===== src/rtl/dwd_pkg.sv =====
`default_nettype none
// ----------------------------------------------------------------------------
// dwd_pkg
// Shared widths, codes, types and helpers for the differential wheel drive.
// ----------------------------------------------------------------------------
package dwd_pkg;

    localparam int FULL_SCALE = 32768;
    localparam int THR_W      = 17;              // throttle field
    localparam int RAD_W      = 16;              // radius field
    localparam int DIR_W      = 2;               // turn direction field
    localparam int CFG_W      = 16;              // both registers
    localparam int DUTY_W     = 8;
    localparam int TMAG_W     = 16;              // |throttle| after clamp, up to 32768
    localparam int DEN_W      = RAD_W + 1;       // 2R
    localparam int NUM_W      = DEN_W + 1;       // |2R -/+ W|
    localparam int MAG_W      = TMAG_W + NUM_W;  // |t * num|
    localparam int QUO_W      = 16;              // quotient bits kept below the overflow flag
    localparam int DIV_STAGES = QUO_W + 1;       // overflow check plus one stage per bit
    localparam int PIPE_DEPTH = 2 + DIV_STAGES;  // prep, multiply, divider

    localparam logic [DIR_W-1:0] DIR_STRAIGHT = 2'd0;
    localparam logic [DIR_W-1:0] DIR_LEFT     = 2'd1;
    localparam logic [DIR_W-1:0] DIR_RIGHT    = 2'd2;

    // Register select, byte address bit 2
    localparam logic REG_TRACK = 1'b0;
    localparam logic REG_MIN   = 1'b1;

    localparam logic [CFG_W-1:0] TRACK_RESET = 16'd200;
    localparam logic [CFG_W-1:0] MIN_RESET   = 16'd4915;

    localparam logic [TMAG_W-1:0] FULL_MAG = TMAG_W'(FULL_SCALE);

    // Items that ride beside the divider
    typedef struct packed {
        logic              straight;
        logic              t_neg;
        logic [TMAG_W-1:0] t_mag;
        logic              left_inner;
        logic              neg_inner;
        logic              neg_outer;
    } side_t;

    typedef struct packed {
        logic [DUTY_W-1:0] duty;
        logic              neg;
    } wheel_t;

    // Saturate, raise to the minimum, saturate again, then map to a duty
    function automatic wheel_t shape_wheel(
        input logic [QUO_W-1:0]  quo,
        input logic              ovf,
        input logic              neg,
        input side_t             side,
        input logic [CFG_W-1:0]  min_speed
    );
        logic [TMAG_W-1:0] mag;
        logic [CFG_W-1:0]  raised;
        logic [TMAG_W+DUTY_W:0] prod;
        wheel_t res;
        if (side.straight) begin
            mag = side.t_mag;
            res.neg = side.t_neg;
        end else begin
            mag = (ovf || quo > FULL_MAG) ? FULL_MAG : quo;
            res.neg = neg;
        end
        raised = (mag != '0 && mag < min_speed) ? min_speed : mag;
        if (raised > FULL_MAG) begin
            raised = FULL_MAG;
        end
        prod = ({(DUTY_W+1)'(0), raised} << DUTY_W) - {(DUTY_W+1)'(0), raised};
        res.duty = prod[15 +: DUTY_W];
        if (raised == '0) begin
            res.neg = 1'b0;
        end
        return res;
    endfunction

endpackage
`default_nettype wire


===== src/rtl/dwd_div.sv =====
`default_nettype none
// ----------------------------------------------------------------------------
// dwd_div
// Pipelined restoring divider: an overflow check, then one quotient bit per
// stage, most significant first.
// ----------------------------------------------------------------------------
module dwd_div import dwd_pkg::*; (
    input  wire logic             aclk,
    input  wire logic             en,
    input  wire logic [MAG_W-1:0] dividend,
    input  wire logic [DEN_W-1:0] divisor,
    output      logic [QUO_W-1:0] quo,
    output      logic             ovf
);

    logic [MAG_W-1:0] rem_reg [DIV_STAGES];
    logic [DEN_W-1:0] den_reg [DIV_STAGES];
    logic [QUO_W-1:0] quo_reg [DIV_STAGES];
    logic             ovf_reg [DIV_STAGES];

    logic [MAG_W-1:0] shifted [QUO_W];
    logic             ge      [QUO_W];

    // Stage j tries quotient bit QUO_W-j
    always_comb begin
        for (int j = 1; j < DIV_STAGES; j++) begin
            shifted[j-1] = MAG_W'(den_reg[j-1]) << (QUO_W - j);
            ge[j-1]      = rem_reg[j-1] >= shifted[j-1];
        end
    end

    // Quotient at or above 2^QUO_W counts as saturated
    always_ff @(posedge aclk) begin
        if (en) begin
            rem_reg[0] <= dividend;
            den_reg[0] <= divisor;
            quo_reg[0] <= '0;
            ovf_reg[0] <= dividend >= (MAG_W'(divisor) << QUO_W);
            for (int j = 1; j < DIV_STAGES; j++) begin
                rem_reg[j] <= ge[j-1] ? rem_reg[j-1] - shifted[j-1] : rem_reg[j-1];
                den_reg[j] <= den_reg[j-1];
                quo_reg[j] <= quo_reg[j-1] | (QUO_W'(ge[j-1]) << (QUO_W - j));
                ovf_reg[j] <= ovf_reg[j-1];
            end
        end
    end

    assign quo = quo_reg[DIV_STAGES-1];
    assign ovf = ovf_reg[DIV_STAGES-1];

endmodule
`default_nettype wire


===== config.mk =====
export PLATFORM = sky130hd
export DESIGN_NAME = dwd_div
export DESIGN_NICKNAME = d
export VERILOG_FILES = /design/src/rtl/dwd_pkg.sv /design/src/rtl/dwd_div.sv
export SDC_FILE = /design/constraint.sdc
export NUM_CORES = 2
export LEC_CHECK = 0
export ABC_CLOCK_PERIOD_IN_PS = 3900
export BUFFER_PORTS_ARGS = -buffer_cell sky130_fd_sc_hd__clkbuf_2
export CAP_MARGIN = 20
export CORE_MARGIN = 1.5
export CORE_UTILIZATION = 60
export CTS_CLUSTER_SIZE = 10
export DETAILED_ROUTE_END_ITERATION = 6
export MAX_ROUTING_LAYER = met4
export PLACE_DENSITY_LB_ADDON = 0.12
export SYNTH_ARGS = -nofsm -noshare
export SYNTH_HDL_FRONTEND = slang
export SYNTH_SLANG_ARGS = --single-unit

===== constraint.sdc =====
create_clock -name aclk -period 3.9 [get_ports aclk]
set_input_delay 0.78 -clock aclk [delete_from_list [all_inputs] [get_ports aclk]]
set_output_delay 0.78 -clock aclk [all_outputs]
set_load 0.01 [all_outputs]

# Yosys cells after proc, flatten, opt, wreduce, memory -nomap -nowiden
# Memory sizes are Yosys's and may differ from the RTL's.
# Index checks and enable logic that the tools add are counted.
# W data, S select, Z words.
# totals
reg_bits,0
ram_bits,1156
out_inout_bits,17
word_cells,71
mem_count,4
# memory_table
name,words,word_bits,rd,rd_ports_with_merged_regs,wr,line,rtl
rem_reg,17,34,16,0,17,dwd_div.sv:16,logic [MAG_W-1:0] rem_reg [DIV_STAGES];
den_reg,17,17,16,0,17,dwd_div.sv:17,logic [DEN_W-1:0] den_reg [DIV_STAGES];
quo_reg,17,16,17,0,17,dwd_div.sv:18,logic [QUO_W-1:0] quo_reg [DIV_STAGES];
ovf_reg,17,1,17,0,17,dwd_div.sv:19,logic ovf_reg [DIV_STAGES];
# classes
add_sub_neg,16
magnitude_cmp,17
muxes,18
n_bitwise,16
# op_table
cell,count
$mux W34,16
$ge A34 B17 Y1,1
$ge A34 B18 Y1,1
$ge A34 B19 Y1,1
$ge A34 B20 Y1,1
$ge A34 B21 Y1,1
$ge A34 B22 Y1,1
$ge A34 B23 Y1,1
$ge A34 B24 Y1,1
$ge A34 B25 Y1,1
$ge A34 B26 Y1,1
$ge A34 B27 Y1,1
$ge A34 B28 Y1,1
$ge A34 B29 Y1,1
$ge A34 B30 Y1,1
$ge A34 B31 Y1,1
$ge A34 B32 Y1,1
$ge A34 B33 Y1,1
$sub A34 B17 Y34,1
$sub A34 B18 Y34,1
$sub A34 B19 Y34,1
$sub A34 B20 Y34,1
$sub A34 B21 Y34,1
$sub A34 B22 Y34,1
27 further kinds,28

# Longest topological paths before layout
# An unclocked memory read counts as a cell.
# logic_depth
depth_word,3
ltp_mapped,14
mapped_depth_nobuf,13

# Least setup slack after synthesis
# No wires, ideal clock.
# synth_path
kind,flip-flop to flip-flop
from,memory den_reg[0][51] (netlist bit)
to,"memory rem_reg[0][153] (netlist bit), data pin"
setup_ns,0.270
arrival_time_ns,2.936
t_required_ns,3.630
setup_slack_ns,0.694
path_stages_with_launch,12
synth_period_minus_slack_ns,3.206
path_cell_list,edfxtp_1 -> ha_1 -> fa_1 -> nand2b_1 -> a211oi_1 -> o21ai_0 -> o21ai_0 -> o22ai_1 -> o31ai_1 -> clkbuf_1 -> buf_1 -> a21oi_1
# synth_rtl
element,line
from (decl),dwd_div.sv:17
to (decl),dwd_div.sv:16

==> flow_summary.ini <==
[status]
run_status = complete, no violations

[yosys]
async_flop_share_pct = 0
synth_cells = 4028
synth_top_flop_cell = edfxtp_1
yosysTopAreaCell = edfxtp_1
synth_nets = 4385
netlist_area_um2 = 48820
synth-edff-count = 969
yosysUniqueCellTypes = 85
synth_area_leaders = edfxtp_1 (60%), ha_1 (7.4%), xnor2_1 (3.0%)
synth_top_area_share_pct = 59.60
yosysSeqAreaShare_pct = 59.60
syn_avg_cell_area_um2 = 12.12
synth_seq_cells = 969
yosys_warnings = 0

[sta]
fin_ws_ps = 125.6
fmax_mhz = 264.9
slew_headroom_pct = 27.81
worst_pin_slew_ps = 1083
min_period_over_period_pct = 96.78
grt_setup_unrepaired = false
setup_viol = 0
min_period_ps = 3774
hold_viol = 0
fin_setup_tns_ps = 0
fin_skew_ps = 97.45
drv_slew = 0

[global_route]
grtUsageTotal_pct = 25.06
overflow = 0
gr-usage-met1_pct = 30.50
grt-busiest-layer = met2
grt_max_degree = 105
grt_pass1_vias = 30610
grt_pass1_wl_mm = 158.7
antenna_found_initial = 0
grt_util_met3_pct = 3.523
met2_usage_pct = 43.59

[hold_path]
hold_class = input pin to register
whs_path_depth = 1

[clock_tree]
cts_tree = yes
cts_root_buf = clkbuf_16
cts_buffer_depth = 3
htreeDepth = 3
cts_num_sinks = 969
cts_made_buffers = 110
clk_latency_ps = 720
holdBufCountCts = 0
postCtsSetupBuffers = 0
post_cts_resize_count = 0
path_clk_slew_ps = 60

[critical_path]
criticalPathCategory = register to register
cp_max_fo = 31
critPathSlowestCell = fa_1
crit_top_cell = o21ai_0
slowest_delay_ps = 420
cp_data_arrival_time_ps = 4200
start_kind = register
endpoint_kind = register
worstPathCellList = ha_1 > fa_1 > nand2b_1 > a211oi_1 > o21ai_0 > o21ai_0 > o22ai_1 > o31ai_4 > buf_4 > mux2_2
r2r.worst_path.cells = 10
crit_required_ps = 4320

[route]
drt_first_pass_iters = 5
wl_mm = 99.30
first_iter_violations = 2056
vias = 30940
avgRoutedWirePerCell_um = 18.73
via_per_inst = 5.834
ant_nets = 0
remaining_drc_errors = 0

[placement]
post-dp-hpwl_mm = 74.13
portBuffers = 69
gp_congestion = 0.9275
dp_slack_ps = 298.0

[floorplan]
initial_core_util_pct = 60.61
die_width_um = 288.3
coreArea_um2 = 80550
rows = 104
io_pins = 70
die_y_um = 288.3
dieArea_um2 = 83090

[run]
cap_violations = 0

[power_and_ir_drop]
vdd_drop_max_v = 0.0004952
p_total_mw = 36.07
powerDensity_nw_per_um2 = 667.1
p_leak_nw = 20.90

[layout]
largest_reg_flops = 544
layout_commonest_cell = edfxtp_1
final_nets = 4570
syn2layout_area_growth_pct = 10.75
layout-drive-gt1-share_pct = 8.487
final_cell_mix = edfxtp_1 (969), inv_1 (368), ha_1 (289), nand2_1 (280), a21oi_1 (278)
-- stage by stage --
step           cells  util (%)  hold slack (ps)  area, µm²
2_1_floorplan   4028         -            400.3      48820
3_3_place_gp    5161     63.33            400.3      51010
3_5_place_dp    5161     63.33            404.5      51010
4_1_cts         5302     67.12            210.4      54070
5_1_grt         5302     67.12            218.5      54070
6_report        5303     67.13            248.2      54070
-- worst paths after layout --
check / from / end / slack (ps)
worst min register to register: quo_reg[5][11]$_DFFE_PP_ / quo_reg[6][11]$_DFFE_PP_ / 410
worst max-delay path: den_reg[0][51]$_DFFE_PP_ / rem_reg[0][155]$_DFFE_PP_ / 130
worst max register to register: den_reg[0][51]$_DFFE_PP_ / rem_reg[0][155]$_DFFE_PP_ / 130
worst min-delay path: dividend[3] / rem_reg[0][3]$_DFFE_PP_ / 250
-- area by class of cell --
cell class | instances | area (µm²)
well taps | 1060 | 1326
clock inverters | 21 | 266.5
fillers | 5956 | 26480
flip-flops and latches | 969 | 29100
multi-input cells | 2625 | 18160
clock buffers | 120 | 2790
repair buffers | 139 | 1044
inverters | 368 | 1381
diodes | 1 | 2.502
-- critical path: cells and delay by family, from the launching register on --
family	cells	cell delay, ps
flip-flops	1	410
adder cells (fa/ha/maj)	2	660
AND/OR/NAND/NOR	1	200
AO/OA/AOI/OAI	5	1470
multiplexers	1	390
buffers and inverters	1	370
-- cells in the mapped netlist (all sizes together), types with 74 or more instances --
| cell type | count |
|---|---|
| ha | 289 |
| nand2 | 280 |
| a21o | 100 |
| xnor2 | 165 |
| nor4 | 74 |
| inv | 368 |
| o21ai | 233 |
| nor2 | 277 |
| nor3 | 82 |
| a21oi | 279 |
| xor2 | 154 |
| edfxtp | 969 |
-- layer usage --
layer / up-vias / share of wire, %
met1: 14840 / 42
met3: 165 / 5.0
met2: 733 / 50
met5: - / 0
met4: 0 / 2.7
li1: 15200 / -
-- kinds of logic (layout without fill, tap and decap cells) --
group	after synthesis	in the layout	share of synthesized area, %
and+or+nand+nor	1085	1085	11.00
DFF	969	969	59.60
muxes	57	57	1.353
AOI/OAI and AO/OA	860	860	10.92
adders and majority gates	304	304	8.022
other	0	1	0
buffers and inverters	434	648	3.378
xor gates and xnor gates	319	319	5.723
-- power breakdown --
part | internal (mW) | switching, mW
Combinational | 5.05 | 6.39
Sequential | 14.3 | 1.44
Clock | 5.05 | 3.89
Note: power is estimated with default switching activity, not from simulation.
