<file path="src/rtl/dwd_pkg.sv">
`default_nettype none
// ----------------------------------------------------------------------------
// dwd_pkg
// Shared widths, codes, types and helpers for the differential wheel drive.
// ----------------------------------------------------------------------------
package dwd_pkg;

    localparam int FULL_SCALE = 32768;
    localparam int THR_W      = 17;              // throttle field
    localparam int RAD_W      = 16;              // radius field
    localparam int DIR_W      = 2;               // turn direction field
    localparam int CFG_W      = 16;              // both registers
    localparam int DUTY_W     = 8;
    localparam int TMAG_W     = 16;              // |throttle| after clamp, up to 32768
    localparam int DEN_W      = RAD_W + 1;       // 2R
    localparam int NUM_W      = DEN_W + 1;       // |2R -/+ W|
    localparam int MAG_W      = TMAG_W + NUM_W;  // |t * num|
    localparam int QUO_W      = 16;              // quotient bits kept below the overflow flag
    localparam int DIV_STAGES = QUO_W + 1;       // overflow check plus one stage per bit
    localparam int PIPE_DEPTH = 2 + DIV_STAGES;  // prep, multiply, divider

    localparam logic [DIR_W-1:0] DIR_STRAIGHT = 2'd0;
    localparam logic [DIR_W-1:0] DIR_LEFT     = 2'd1;
    localparam logic [DIR_W-1:0] DIR_RIGHT    = 2'd2;

    // Register select, byte address bit 2
    localparam logic REG_TRACK = 1'b0;
    localparam logic REG_MIN   = 1'b1;

    localparam logic [CFG_W-1:0] TRACK_RESET = 16'd200;
    localparam logic [CFG_W-1:0] MIN_RESET   = 16'd4915;

    localparam logic [TMAG_W-1:0] FULL_MAG = TMAG_W'(FULL_SCALE);

    // Items that ride beside the divider
    typedef struct packed {
        logic              straight;
        logic              t_neg;
        logic [TMAG_W-1:0] t_mag;
        logic              left_inner;
        logic              neg_inner;
        logic              neg_outer;
    } side_t;

    typedef struct packed {
        logic [DUTY_W-1:0] duty;
        logic              neg;
    } wheel_t;

    // Saturate, raise to the minimum, saturate again, then map to a duty
    function automatic wheel_t shape_wheel(
        input logic [QUO_W-1:0]  quo,
        input logic              ovf,
        input logic              neg,
        input side_t             side,
        input logic [CFG_W-1:0]  min_speed
    );
        logic [TMAG_W-1:0] mag;
        logic [CFG_W-1:0]  raised;
        logic [TMAG_W+DUTY_W:0] prod;
        wheel_t res;
        if (side.straight) begin
            mag = side.t_mag;
            res.neg = side.t_neg;
        end else begin
            mag = (ovf || quo > FULL_MAG) ? FULL_MAG : quo;
            res.neg = neg;
        end
        raised = (mag != '0 && mag < min_speed) ? min_speed : mag;
        if (raised > FULL_MAG) begin
            raised = FULL_MAG;
        end
        prod = ({(DUTY_W+1)'(0), raised} << DUTY_W) - {(DUTY_W+1)'(0), raised};
        res.duty = prod[15 +: DUTY_W];
        if (raised == '0) begin
            res.neg = 1'b0;
        end
        return res;
    endfunction

endpackage
`default_nettype wire

</file>
<file path="src/rtl/dwd_front.sv">
`default_nettype none
// ----------------------------------------------------------------------------
// dwd_front
// Two stages: clamp the throttle and form 2R -/+ W, then the two products.
// ----------------------------------------------------------------------------
module dwd_front import dwd_pkg::*; (
    input  wire logic                    aclk,
    input  wire logic                    en,
    input  wire logic signed [THR_W-1:0] throttle,
    input  wire logic [RAD_W-1:0]        radius_mm,
    input  wire logic [DIR_W-1:0]        turn_dir,
    input  wire logic [CFG_W-1:0]        track_width_mm,
    output      logic [MAG_W-1:0]        mag_inner,
    output      logic [MAG_W-1:0]        mag_outer,
    output      logic [DEN_W-1:0]        den,
    output      side_t                   side
);

    logic [THR_W-1:0]        t_abs;
    logic [DEN_W-1:0]        den_next;
    logic signed [NUM_W:0]   num_in_s;
    side_t                   side_next;

    logic [TMAG_W-1:0]       t_mag_reg;
    logic                    t_neg_reg;
    logic                    straight_reg;
    logic                    left_inner_reg;
    logic [DEN_W-1:0]        den_a_reg;
    logic [NUM_W-1:0]        num_in_reg;
    logic                    num_in_neg_reg;
    logic [NUM_W-1:0]        num_out_reg;

    logic [MAG_W-1:0]        mag_inner_reg;
    logic [MAG_W-1:0]        mag_outer_reg;
    logic [DEN_W-1:0]        den_b_reg;
    side_t                   side_reg;

    always_comb begin
        t_abs    = throttle[THR_W-1] ? (~throttle + 1'b1) : throttle;
        den_next = {radius_mm, 1'b0};
        num_in_s = $signed({2'b00, den_next}) - $signed({3'b000, track_width_mm});
    end

    always_ff @(posedge aclk) begin
        if (en) begin
            t_neg_reg      <= throttle[THR_W-1];
            t_mag_reg      <= (t_abs > THR_W'(FULL_SCALE)) ? FULL_MAG : t_abs[TMAG_W-1:0];
            straight_reg   <= (radius_mm == '0) ||
                              !(turn_dir == DIR_LEFT || turn_dir == DIR_RIGHT);
            left_inner_reg <= (turn_dir == DIR_LEFT);
            den_a_reg      <= den_next;
            num_in_neg_reg <= num_in_s[NUM_W];
            num_in_reg     <= num_in_s[NUM_W] ? NUM_W'(-num_in_s) : num_in_s[NUM_W-1:0];
            num_out_reg    <= {1'b0, den_next} + {2'b00, track_width_mm};
        end
    end

    always_comb begin
        side_next.straight   = straight_reg;
        side_next.t_neg      = t_neg_reg;
        side_next.t_mag      = t_mag_reg;
        side_next.left_inner = left_inner_reg;
        side_next.neg_inner  = t_neg_reg ^ num_in_neg_reg;
        side_next.neg_outer  = t_neg_reg;
    end

    always_ff @(posedge aclk) begin
        if (en) begin
            mag_inner_reg <= MAG_W'(t_mag_reg) * MAG_W'(num_in_reg);
            mag_outer_reg <= MAG_W'(t_mag_reg) * MAG_W'(num_out_reg);
            den_b_reg     <= den_a_reg;
            side_reg      <= side_next;
        end
    end

    assign mag_inner = mag_inner_reg;
    assign mag_outer = mag_outer_reg;
    assign den       = den_b_reg;
    assign side      = side_reg;

endmodule
`default_nettype wire

</file>
<file path="config.mk">
export PLATFORM = sky130hd
export DESIGN_NAME = dwd_front
export DESIGN_NICKNAME = d
export VERILOG_FILES = /design/src/rtl/dwd_pkg.sv /design/src/rtl/dwd_front.sv
export SDC_FILE = /design/constraint.sdc
export NUM_CORES = 2
export LEC_CHECK = 0
export ABC_CLOCK_PERIOD_IN_PS = 6900
export BUFFER_PORTS_ARGS = -buffer_cell sky130_fd_sc_hd__buf_2
export CAP_MARGIN = 5
export CORE_ASPECT_RATIO = 0.7
export CORE_MARGIN = 4
export CORE_UTILIZATION = 30
export CTS_CLUSTER_SIZE = 25
export DETAILED_ROUTE_END_ITERATION = 7
export GPL_TIMING_DRIVEN = 0
export PLACE_DENSITY_LB_ADDON = 0.12
export SLEW_MARGIN = 20
export SYNTH_ARGS = -nofsm -noshare
export SYNTH_HDL_FRONTEND = slang
export SYNTH_SLANG_ARGS = --single-unit
</file>
<file path="constraint.sdc">
create_clock -name aclk -period 6.9 [get_ports aclk]
set_input_delay 0.345 -clock aclk [delete_from_list [all_inputs] [get_ports aclk]]
set_output_delay 0.345 -clock aclk [all_outputs]
set_load 0.02 [all_outputs]
</file>
Word-level counts from Yosys, hierarchy flattened
Index checks and enable logic that the tools add are counted.
- input bits: 53
- flip-flop bits (word level): 176
- magnitude comparators: 1
- muxes and demuxes: 2
- reductions and logical operators: 4
- bitwise logic cells: 2
- add/sub/neg operators: 4
- multiply operators: 2
- equality and inequality tests: 2
- operators with widths (kind ; count):
    16-bit by 18-bit multiplier with 34-bit output ; 2
    17-bit by 16-bit adder with 18-bit output ; 1
    18-bit 2-to-1 mux ; 1
    18-bit negation ; 1
    17-bit by 16-bit subtractor with 18-bit output ; 1
    17-bit by 1-bit adder with 17-bit output, second input constant ; 1
    17-bit by 16-bit greater-than comparator with 1-bit output, second input constant ; 1
    17-bit 2-to-1 mux ; 1
    17-bit inverter ; 1
    16-bit logical NOT ; 1
    2-bit by 1-bit == test with 1-bit output, second input constant ; 1
    2-bit == test, second input constant ; 1
    1-bit logical OR ; 2
    1-bit logical NOT ; 1
    1-bit bitwise XOR ; 1

Depth between registers and ports, before layout
- word-level depth: 4
- gate-level depth with buffers: 24
- gate-level depth less buffers: 21

Worst setup path after synthesis
Ideal clock, no wire load.
- path kind: register -> register
- start: register t_mag_reg[7]
- end: register mag_outer_reg[29] (netlist: mag_outer[29]) (data pin)
- required time: 6.642 ns
- setup time: 0.258 ns
- path slack: 0.706 ns
- arrival time: 5.936 ns
- path buffers: 2
- period minus slack after synthesis: 6.194 ns
- stages on the path, launching flop included: 24
- cells stage by stage: edfxtp_1 clkbuf_1 clkbuf_1 nand2_1 fa_1 inv_1 fa_1 inv_1 fa_1 inv_1 fa_1 fa_1 inv_1 fa_1 inv_1 ha_1 nand3_1 nor4_1 a2111o_1 a41o_1 o21a_1 a21o_1 a211oi_1 nor2_1
- cells in the longest elaborated chain, start to end: 1
- ends and longest elaborated chain (item ; line ; source):
    start, declared ; dwd_front.sv:24 ; logic [TMAG_W-1:0] t_mag_reg;
    start signal, assigned ; dwd_front.sv:47 ; t_mag_reg <= (t_abs > THR_W'(FULL_SCALE)) ? FULL_MAG : t_abs[TMAG_W-1:0];
    16-bit by 18-bit multiplier with 34-bit output ; dwd_front.sv:70 ; mag_outer_reg <= MAG_W'(t_mag_reg) * MAG_W'(num_out_reg);
    end signal, assigned ; dwd_front.sv:70 ;
    end, declared ; dwd_front.sv:34 ; logic [MAG_W-1:0] mag_outer_reg;
No other way between the ends.
A chain may end at the register's enable or synchronous reset.

Final worst setup path
- start: register t_mag_reg[9]
- end: register mag_inner_reg[32] (netlist: mag_inner[32]) (data pin)
- cells in the longest elaborated chain, start to end: 1
- ends and longest elaborated chain (item ; line ; source):
    16-bit by 18-bit multiplier with 34-bit output ; dwd_front.sv:69 ; mag_inner_reg <= MAG_W'(t_mag_reg) * MAG_W'(num_in_reg);
    end signal, assigned ; dwd_front.sv:69 ;
    end, declared ; dwd_front.sv:33 ; logic [MAG_W-1:0] mag_inner_reg;
No other way between the ends.

==> report_table.html <==
<table>
<tr><th>Metric</th><th>Value</th></tr>
<tr><th colspan="2">Setup path</th></tr>
<tr><td>Critical path's most frequent cell</td><td>sky130_fd_sc_hd__fa_1</td></tr>
<tr><td>Endpoint of the most critical register-to-register path</td><td>mag_inner[32]</td></tr>
<tr><td>Startpoint-to-endpoint class of the critical path</td><td>reg -&gt; reg</td></tr>
<tr><td>CP peak stage delay</td><td>590 ps</td></tr>
<tr><td>Required time of the critical path</td><td>7180 ps</td></tr>
<tr><td>Worst reg2reg startpoint</td><td>t_mag_reg[9]</td></tr>
<tr><td>Slack of the worst reg-to-reg path</td><td>250 ps</td></tr>
<tr><td>CP endpoint kind</td><td>flop</td></tr>
<tr><td>Biggest fanout along the worst timing path</td><td>10</td></tr>
<tr><td>WP data arrival</td><td>6920 ps</td></tr>
<tr><td>CP startpoint kind</td><td>flop</td></tr>
<tr><td>Worst-path cell chain</td><td>buf_6, clkbuf_4, nand2_1, fa_1, fa_1, inv_1, fa_1, fa_1, fa_1, fa_1, ha_1, o21ai_0, nand2b_1, a31oi_1, a31oi_4, a2111oi_2, o21bai_1, a21o_1, xor2_1</td></tr>
<tr><td>Slowest stage cell, crit path</td><td>sky130_fd_sc_hd__fa_1</td></tr>
<tr><td>Reg2Reg Depth</td><td>19</td></tr>
<tr><th colspan="2">STA</th></tr>
<tr><td>Measured slew at the worst slew-check pin</td><td>870 ps</td></tr>
<tr><td>Worst-case headroom to the max-slew limit</td><td>41.4%</td></tr>
<tr><td>Final period demand of the worst path</td><td>6650 ps</td></tr>
<tr><td>Total of endpoints with negative setup slack in the final report</td><td>0</td></tr>
<tr><td>Final clock skew</td><td>16.2 ps</td></tr>
<tr><td>Smallest setup slack after layout</td><td>254 ps</td></tr>
<tr><td>Worst hold margin</td><td>82.2 ps</td></tr>
<tr><td>Number of hold violations in the final report</td><td>0</td></tr>
<tr><td>Final count of pins violating max slew</td><td>0</td></tr>
<tr><td>Fraction of the cycle the final worst path needs</td><td>96.3%</td></tr>
<tr><td>Top achievable clock speed</td><td>150 MHz</td></tr>
<tr><th colspan="2">Finish</th></tr>
<tr><td>Area used by multi-input combinational logic</td><td>19,100 µm²</td></tr>
<tr><td>P&amp;R area growth vs syn</td><td>13.7%</td></tr>
<tr><td>Largest register FFs</td><td>34</td></tr>
<tr><td>Footprint of the flip-flops and latches</td><td>5230 µm²</td></tr>
<tr><td>Most used cells in the layout excluding fill and tap cells</td><td>sky130_fd_sc_hd__inv_1, sky130_fd_sc_hd__fa_1, sky130_fd_sc_hd__nand2_1</td></tr>
<tr><td>Share of post-route cells with drive strength above 1</td><td>13.0%</td></tr>
<tr><td>Net count, final</td><td>3,678</td></tr>
<tr><td>Number of filler instances in the final layout</td><td>9,206</td></tr>
<tr><td>Final core area utilization</td><td>34.4%</td></tr>
<tr><td>Most frequent standard cell in the layout excluding fill and tap cells</td><td>sky130_fd_sc_hd__inv_1</td></tr>
<tr><th colspan="2">Floorplan</th></tr>
<tr><td>Core area</td><td>88,100 µm²</td></tr>
<tr><td>Floorplan die area</td><td>93,700 µm²</td></tr>
<tr><td>Count of pins on the block boundary</td><td>159</td></tr>
<tr><td>Die Y-Extent</td><td>257 µm</td></tr>
<tr><td>Die outline width</td><td>364 µm</td></tr>
<tr><td>Row count</td><td>91</td></tr>
<tr><td>Initial Util</td><td>30.2%</td></tr>
<tr><th colspan="2">Synthesis</th></tr>
<tr><td>Fraction of the mapped netlist area in compound gates</td><td>7.23%</td></tr>
<tr><td>Xor/xnor cell area share of the yosys netlist</td><td>3.48%</td></tr>
<tr><td>Cell types occupying the most area after synthesis</td><td>sky130_fd_sc_hd__fa_1, sky130_fd_sc_hd__edfxtp_1, sky130_fd_sc_hd__ha_1, sky130_fd_sc_hd__inv_1, sky130_fd_sc_hd__and2_1</td></tr>
<tr><td>Share of flip-flops with an asynchronous set or reset after synthesis</td><td>0%</td></tr>
<tr><td>Register bit count reported by yosys</td><td>174</td></tr>
<tr><td>Number of enable flip-flop cells after synthesis</td><td>174</td></tr>
<tr><td>Post-synthesis cell count</td><td>2,711</td></tr>
<tr><td>Register area share after synthesis</td><td>19.6%</td></tr>
<tr><td>Netlist area before placement</td><td>26,600 µm²</td></tr>
<tr><td>Share of synthesized cell area in full adder, half adder and majority cells</td><td>45.0%</td></tr>
<tr><td>Area share of and/or/nand/nor cells after synthesis</td><td>15.3%</td></tr>
<tr><td>Warning count from the yosys run</td><td>0</td></tr>
<tr><td>Average instance area after synthesis</td><td>9.83 µm²</td></tr>
<tr><td>Multiplexer share of the synthesized area</td><td>0.122%</td></tr>
<tr><td>Most used flip-flop cell after synthesis</td><td>sky130_fd_sc_hd__edfxtp_1</td></tr>
<tr><td>Portion of synthesized cell area occupied by the leading cell type</td><td>33.5%</td></tr>
<tr><td>Yosys cell types</td><td>91</td></tr>
<tr><td>Main combinational cell family by area after synthesis</td><td>adder cells</td></tr>
<tr><td>Biggest area consumer among synthesized cells</td><td>sky130_fd_sc_hd__fa_1</td></tr>
<tr><th colspan="2">Clock network</th></tr>
<tr><td>Number of buffers inserted during clock tree synthesis</td><td>17</td></tr>
<tr><td>CTS max path bufs</td><td>2</td></tr>
<tr><td>Register clock-pin slew on the reported worst setup and hold paths</td><td>80 ps</td></tr>
<tr><td>Clock latency on the worst-skew pair</td><td>530 ps</td></tr>
<tr><td>CTS H-tree depth</td><td>4</td></tr>
<tr><td>Clock tree from TritonCTS</td><td>built</td></tr>
<tr><td>Clock sink count</td><td>174</td></tr>
<tr><td>Root buf cell</td><td>sky130_fd_sc_hd__clkbuf_16</td></tr>
<tr><th colspan="2">Place</th></tr>
<tr><td>HPWL after detailed placement</td><td>64,700 µm</td></tr>
<tr><td>Post-place setup slack</td><td>-1180 ps</td></tr>
<tr><td>Buffers added on ports</td><td>153</td></tr>
<tr><td>Final GP Congestion</td><td>0.856</td></tr>
<tr><th colspan="2">Drt</th></tr>
<tr><td>WL/cell</td><td>19.2 µm</td></tr>
<tr><td>Detailed Routing Iterations Pass 1</td><td>5</td></tr>
<tr><td>Total via count in the routed design</td><td>19.5k</td></tr>
<tr><td>Remaining number of nets flagged by the antenna check after routing</td><td>0</td></tr>
<tr><td>Initial drt markers</td><td>1,042</td></tr>
<tr><td>Total wirelength of the detailed-routed design</td><td>79,100 µm</td></tr>
<tr><td>Vias per cell</td><td>4.73</td></tr>
<tr><td>Final routed DRC violation total</td><td>0</td></tr>
<tr><th colspan="2">Min path</th></tr>
<tr><td>Hold Path Depth</td><td>1</td></tr>
<tr><td>End of the worst hold path</td><td>den_a_reg[15]</td></tr>
<tr><td>Hold path start</td><td>radius_mm[14]</td></tr>
<tr><td>Hold/Removal Path Class</td><td>in -&gt; reg</td></tr>
<tr><th colspan="2">GRT</th></tr>
<tr><td>Via count of the first global-routing pass</td><td>20.4k</td></tr>
<tr><td>Maximum number of pins on one net before global-route repair</td><td>82</td></tr>
<tr><td>Global-route wire length before repair</td><td>123,000 µm</td></tr>
<tr><td>GRT Total Usage</td><td>17.5%</td></tr>
<tr><td>Antenna violations before repair</td><td>17</td></tr>
<tr><td>Residual overflow from global routing</td><td>0</td></tr>
<tr><th colspan="2">Run</th></tr>
<tr><td>Maximum capacitance violations</td><td>0</td></tr>
<tr><th colspan="2">Run status</th></tr>
<tr><td>Outcome</td><td>completed</td></tr>
</table>
## kinds of logic after synthesis
logic type                 Yosys count
buffers and inverters              645
DFF                                174
other                                1
xor gates and xnor gates           105
muxes                                3
and+or+nand+nor                    824
adders and majority gates          691
AOI/OAI and AO/OA                  268
## worst max-delay path: cells and delay by family (launching register included)
| family | cells | cell delay, ps |
|---|---|---|
| adder cells (fa/ha/maj) | 7 | 3280 |
| AO/OA/AOI/OAI | 6 | 1600 |
| flip-flops | 1 | 580 |
| buffers and inverters | 3 | 540 |
| AND/OR/NAND/NOR | 2 | 260 |
| XOR/XNOR | 1 | 140 |
## metrics by stage
| step | area (µm²) | TNS [ps] | instances |
|---|---|---|---|
| floorplan | 26700 | 0 | 2712 |
| global placement | 28900 | -19150 | 4027 |
| detailed placement | 28900 | -18370 | 4029 |
| CTS | 30000 | -5.78 | 4090 |
| global route | 30300 | -15.5 | 4108 |
| finish | 30300 | 0 | 4115 |
## worst max path at each step
stage,from,endpoint
floorplan,t_mag_reg[7],mag_outer[29]
global placement,t_mag_reg[9],mag_outer[33]
detailed placement,t_mag_reg[9],mag_outer[33]
CTS,t_mag_reg[10],mag_outer[33]
global route,num_out_reg[11],mag_outer[32]
finish,t_mag_reg[9],mag_inner[32]
## synth_stat cells, types with 27 or more instances
cell type and n:
sky130_fd_sc_hd__xnor2_1 70, sky130_fd_sc_hd__xor2_1 34, sky130_fd_sc_hd__nor3_1 27, sky130_fd_sc_hd__edfxtp_1 174, sky130_fd_sc_hd__clkbuf_1 95, sky130_fd_sc_hd__fa_1 446
sky130_fd_sc_hd__nand2_1 343, sky130_fd_sc_hd__ha_1 245, sky130_fd_sc_hd__and2_1 271, sky130_fd_sc_hd__a21oi_1 71, sky130_fd_sc_hd__inv_1 537, sky130_fd_sc_hd__nor2_1 87
sky130_fd_sc_hd__o21ai_0 48
## metal layers
| layer | global-route usage (%) | part of all wire, % | vias up |
|---|---|---|---|
| li1 | - | - | 8933 |
| met1 | 25.8 | 49 | 9994 |
| met2 | 25.4 | 42 | 479 |
| met3 | 5.20 | 7.9 | 62 |
| met4 | 3.55 | 1.3 | 14 |
| met5 | 0 | 0.11 | - |
## timing repair
action / in CTS / in global routing
pin swaps: 1 / 4
buffers inserted: 36 / 21
resized for setup: 66 / 122
hold buffers: 1 / 0
endpoints found under the setup margin: 34 / 16
hold endpoints to repair: 1 / 0
## final cells by class
type,instances,area share (%)
Antenna cell,7,0.0578
Multi-Input combinational cell,1893,62.9
Inverter,537,6.65
Clock inverter,13,0.607
Clock buffer,18,1.42
Tap cell,1162,4.80
Buffer,98,1.94
Sequential cell,174,17.2
Timing Repair Buffer,213,4.38
Power is not shown: default switching activity piles up to over one toggle a cycle in this logic, so the estimate is an artifact.
